$ cat src/design/ede_pkg.sv
`timescale 1ns / 1ps
// ----------------------------------------------------------------------------
// ede_pkg
// Shared item kinds, output field widths and the control group that travels
// along the cell row.
// ----------------------------------------------------------------------------
package ede_pkg;

    localparam int KIND_W = 2;
    localparam int BYTE_W = 8;
    localparam int DIST_W = 7;

    localparam logic [KIND_W-1:0] KIND_FIRST  = 2'd0;
    localparam logic [KIND_W-1:0] KIND_SECOND = 2'd1;
    localparam logic [KIND_W-1:0] KIND_FINISH = 2'd2;

    localparam logic [DIST_W-1:0] DIST_MAX = 7'd127;

    // control group handed from cell to cell
    typedef struct packed {
        logic byte_vld;   // a second-string byte sweeps along the row
        logic fin;        // finish marker: collect the distance and clear
    } ede_ctrl_t;

endpackage

$ cat src/design/ede_cell.sv
`timescale 1ns / 1ps
// ----------------------------------------------------------------------------
// ede_cell
// One cell of the row: holds one first-string byte and its column entry.
// ----------------------------------------------------------------------------
module ede_cell #(
    parameter int IDX = 1,
    parameter int VW  = 7
) (
    input  logic                      aclk,
    input  logic                      aresetn,
    input  logic                      load_en,
    input  logic [7:0]                load_char,
    input  ede_pkg::ede_ctrl_t        ctrl_in,
    input  logic [7:0]                byte_in,
    input  logic [VW-1:0]             new_in,
    input  logic [VW-1:0]             old_in,
    output ede_pkg::ede_ctrl_t        ctrl_out,
    output logic [7:0]                byte_out,
    output logic [VW-1:0]             new_out,
    output logic [VW-1:0]             old_out
);
    import ede_pkg::*;

    logic [BYTE_W-1:0] char_reg;
    logic              used_reg, used_next;
    logic [VW-1:0]     d_reg, d_next;
    ede_ctrl_t         ctrl_reg;
    logic [7:0]        byte_reg;
    logic [VW-1:0]     new_reg, new_next;
    logic [VW-1:0]     old_reg;

    logic [VW:0] up_cost, left_cost, diag_cost, min_ab, min_abc;

    // unit-cost recurrence: deletion, insertion, substitution
    always_comb begin
        up_cost   = {1'b0, d_reg} + {{VW{1'b0}}, 1'b1};
        left_cost = {1'b0, new_in} + {{VW{1'b0}}, 1'b1};
        diag_cost = {1'b0, old_in} + {{VW{1'b0}}, (char_reg != byte_in)};
        min_ab    = (up_cost < left_cost) ? up_cost : left_cost;
        min_abc   = (min_ab < diag_cost) ? min_ab : diag_cost;
    end

    always_comb begin
        d_next    = d_reg;
        used_next = used_reg;
        new_next  = new_in;
        if (load_en) begin
            used_next = 1'b1;
        end
        if (ctrl_in.byte_vld && used_reg) begin
            d_next   = min_abc[VW-1:0];
            new_next = min_abc[VW-1:0];
        end
        if (ctrl_in.fin) begin
            // last loaded cell wins: loaded cells form a prefix of the row
            if (used_reg) begin
                new_next = d_reg;
            end
            d_next    = VW'(IDX);
            used_next = 1'b0;
        end
    end

    always_ff @(posedge aclk) begin
        if (!aresetn) begin
            used_reg <= 1'b0;
            d_reg    <= VW'(IDX);
            ctrl_reg <= '0;
        end else begin
            used_reg <= used_next;
            d_reg    <= d_next;
            ctrl_reg <= ctrl_in;
        end
    end

    always_ff @(posedge aclk) begin
        if (load_en) begin
            char_reg <= load_char;
        end
        byte_reg <= byte_in;
        new_reg  <= new_next;
        old_reg  <= d_reg;
    end

    assign ctrl_out = ctrl_reg;
    assign byte_out = byte_reg;
    assign new_out  = new_reg;
    assign old_out  = old_reg;

endmodule

$ cat config.mk
export PLATFORM = sky130hd
export DESIGN_NAME = ede_cell
export DESIGN_NICKNAME = d
export VERILOG_FILES = /design/src/design/ede_pkg.sv /design/src/design/ede_cell.sv
export SDC_FILE = /design/constraint.sdc
export NUM_CORES = 1
export LEC_CHECK = 0
export ABC_AREA = 1
export BUFFER_PORTS_ARGS = -buffer_cell sky130_fd_sc_hd__clkbuf_2
export CAP_MARGIN = 25
export CORE_UTILIZATION = 35
export DETAILED_ROUTE_END_ITERATION = 12
export GPL_TIMING_DRIVEN = 0
export SLEW_MARGIN = 20
export SYNTH_ARGS = -nofsm -noshare
export SYNTH_HDL_FRONTEND = slang
export SYNTH_SLANG_ARGS = --single-unit
$ cat constraint.sdc
create_clock -name aclk -period 5.5 [get_ports aclk]
set_input_delay 0.55 -clock aclk [delete_from_list [all_inputs] [get_ports aclk]]
set_output_delay 0.55 -clock aclk [all_outputs]
set_load 0.01 [all_outputs]
==> results.toml <==
[final_layout]
multi_input_comb_area_sq_um = 1340
drive_gt1_share_pct = 31.9
diodes = 0
area_delta_synth_final_pct = 19.5
nets = 400
n_fill_cell = 665
regArea_sq_um = 881
final_cell_count_no_fill = 425

[setup_path]
r2r_slack_ns = 1.81
path_max_fanout = 9
reg2reg_depth = 21
required_ns = 5.73
crit_top_cell = "nand2_1"
crit_chain = "ha_1 > nand2_1 > nor2_1 > nand2_1 > xor2_1 > ha_1 > a21oi_1 > nand2_4 > inv_2 > nand2_1 > o21ai_1 > ha_1 > a21oi_1 > nor2_1 > a211oi_4 > nand2_8 > nand2_4 > nand3_2 > nand2_1 > nand2_1 > nand2_1"
reg2reg_to = "new_out[6]"
start_kind = "flip-flop"
startpoint = "d_reg[0]"
cp_slowest_stage_delay_ns = 0.45
slowest_stage = "dfxtp_1"
crit_end = "new_out[6]"
r2r_start = "d_reg[0]"
critPathCaptureType = "flip-flop"
critPathKind = "reg -> reg"
crit_arrival_ns = 3.92

[routing]
wl_per_cell_um = 11.4
drt-pass1-iter-count = 9
drc = 6
drtIter0Drc = 95
avgViaCountPerCell = 4.66
ant_nets = 0
routed_wl_um = 4870
vias = 1980

[synthesis]
synth_warnings = 0
avgSynthCellArea_sq_um = 8.40
synth_flop_cell = "dfxtp_1"
synth_common_cells = "nand2_1 (68), dfxtp_1 (32), inv_1 (23)"
syn_nets = 335
synth_area_sq_um = 2380
yosysSeqAreaShare_pct = 37.1
ys_types = 32
synth_edf_count = 8
synth_area_leaders = "dfxtp_1 (27%), nand2_1 (11%), edfxtp_1 (10%)"
ys_seq_elements = 40
async_flop_share_pct = 0
yosysMostFrequentCell = "nand2_1"
synth_top_area_cell = "dfxtp_1"
synth_cells = 283
synth_top_area_share_pct = 27.0

[status]
status = "finished with violations"
violations = "design-rule violations"

[flow_run]
maxCapViolCount = 0

[timing]
relSlewSlack_pct = 65.0
setup_violations = 0
finalSetupTns_ns = 0
fin_skew_ns = 0.00470
tightest_slew_ns = 0.523
finalHoldViolCount = 0
max_freq_mhz = 271
fin_crit_sh_pct = 67.1
min_period_ns = 3.69
rsz0062_at_grt = "false"
drv_slew = 0

[cts]
ctsLongestPathBuffers = 2
cts_resized = 0
numClockSinks = 40
post_cts.repair.setup_buffers = 0
htreeDepth = 2
cts_tree = "done"
root_buffer = "clkbuf_8"
path_clk_slew_ns = 0.07
cts_buffers = 5
insertion_delay_ns = 0.28
holdBufCountCts = 0

[place]
port_buffers = 58
gp_congestion = 0.837
hpwl_um = 4060
dpl.cell_count = 418

[floorplanning]
die_w_um = 84.4
num_io_pins = 59
core_area_sq_um = 6460
dieArea_sq_um = 7120
die_h_um = 84.4
num_rows = 29
start_util_pct = 36.8

[power]
ir_drop_mv = 0.152
leakagePower_nw = 1.42
powerDensity_nw_per_um2 = 212

[global_route]
grt_overflow_total = 0
grt_first_pass_wirelength_um = 8380
grt_pass1_vias = 1907
antenna_found_initial = 0
grt_max_degree = 12
grt_use_total_pct = 14.8

[min_path]
hp-class = "reg -> reg"
==> logic make-up (layout without fill, tap and decap cells) <==
group / Yosys count / count (layout) / share of synthesized area (%)
xor gates and xnor gates: 19 / 19 / 7.32
and+or+nand+nor: 137 / 137 / 31.8
AOI/OAI and AO/OA: 35 / 35 / 8.32
buffers and inverters: 35 / 100 / 6.53
DFF: 40 / 40 / 37.1
adders and majority gates: 17 / 17 / 8.95
==> per-stage QoR <==
stage	power, W	instance area (sq um)	worst slack [ns]	hold slack (ns)	util, %
finish	0.000601	2840	1.81	0.377	44.0
global route	0.000638	2840	1.45	0.374	44.0
CTS	0.000611	2840	1.77	0.380	44.0
detailed placement	0.000432	2760	1.53	0.370	42.8
global placement	0.000430	2760	1.56	0.360	42.8
floorplan	0.000392	2380	2.21	0.351	-
==> worst min-delay path by stage <==
stage	startpoint	slack [ns]	cells past startpoint	endpoint
final	d_reg[6]	0.38	0	old_out[6]
after global routing	byte_in[6]	0.37	1	byte_out[6]
after CTS	d_reg[6]	0.38	0	old_out[6]
after detailed placement	d_reg[6]	0.37	0	old_out[6]
after global placement	d_reg[6]	0.36	0	old_out[6]
after floorplan	d_reg[6]	0.35	0	old_out[6]
==> area by class of cell <==
cell class                 instances  area share, %
multi-input combinational        208           47.2
sequential                        40           31.0
timing repair buffer              58           10.2
inverter                          32           4.23
tap                               77           3.39
clock buffer                       6           2.56
buffer                             3           1.23
clock inverter                     1          0.176
==> cell usage in the layout (no fill, tap or decap), types with 2 or more instances in the layout <==
master / Yosys / routed
inv_2: 6 / 6
ha_1: 17 / 17
nor2_2: 2 / 2
edfxtp_1: 8 / 8
xnor2_1: 10 / 10
o21ai_1: 5 / 5
nand4_1: 5 / 5
nand3_1: 11 / 11
or2_1: 2 / 2
nand2_4: 11 / 11
clkbuf_2: 0 / 58
nor2_1: 14 / 14
o21ai_0: 10 / 10
nand3_2: 11 / 11
a21oi_1: 17 / 17
nand2_1: 68 / 68
nand2_2: 8 / 8
xor2_1: 8 / 8
inv_1: 23 / 23
dfxtp_1: 32 / 32
clkbuf_8: 1 / 6
clkinv_1: 3 / 3
==> metal layers <==
layer  up-vias  global-route usage, %  routed length (um)
li1       1042                      -                   -
met1       856                   18.0                2230
met2        72                   24.9                2130
met3        10                   4.52                 395
met4         0                   5.55                 108
met5         -                      0                   0
==> worst max-delay path: cells and delay by family (launching register included) <==
kind / cells / cell delay, ns
simple gates: 12 / 1.17
flops: 1 / 0.45
fa+ha+maj: 3 / 0.69
buf+inv: 1 / 0.15
compound gates: 4 / 1.00
xor+xnor: 1 / 0.17
==> where the power goes <==
group	internal, W	switching [W]	total [W]
clock	0.0000861	0.0000906	0.000177
combinational	0.0000438	0.0000615	0.000105
sequential	0.000314	0.00000516	0.000319
total	0.000444	0.000157	0.000601
(Power assumes the default switching activity.)
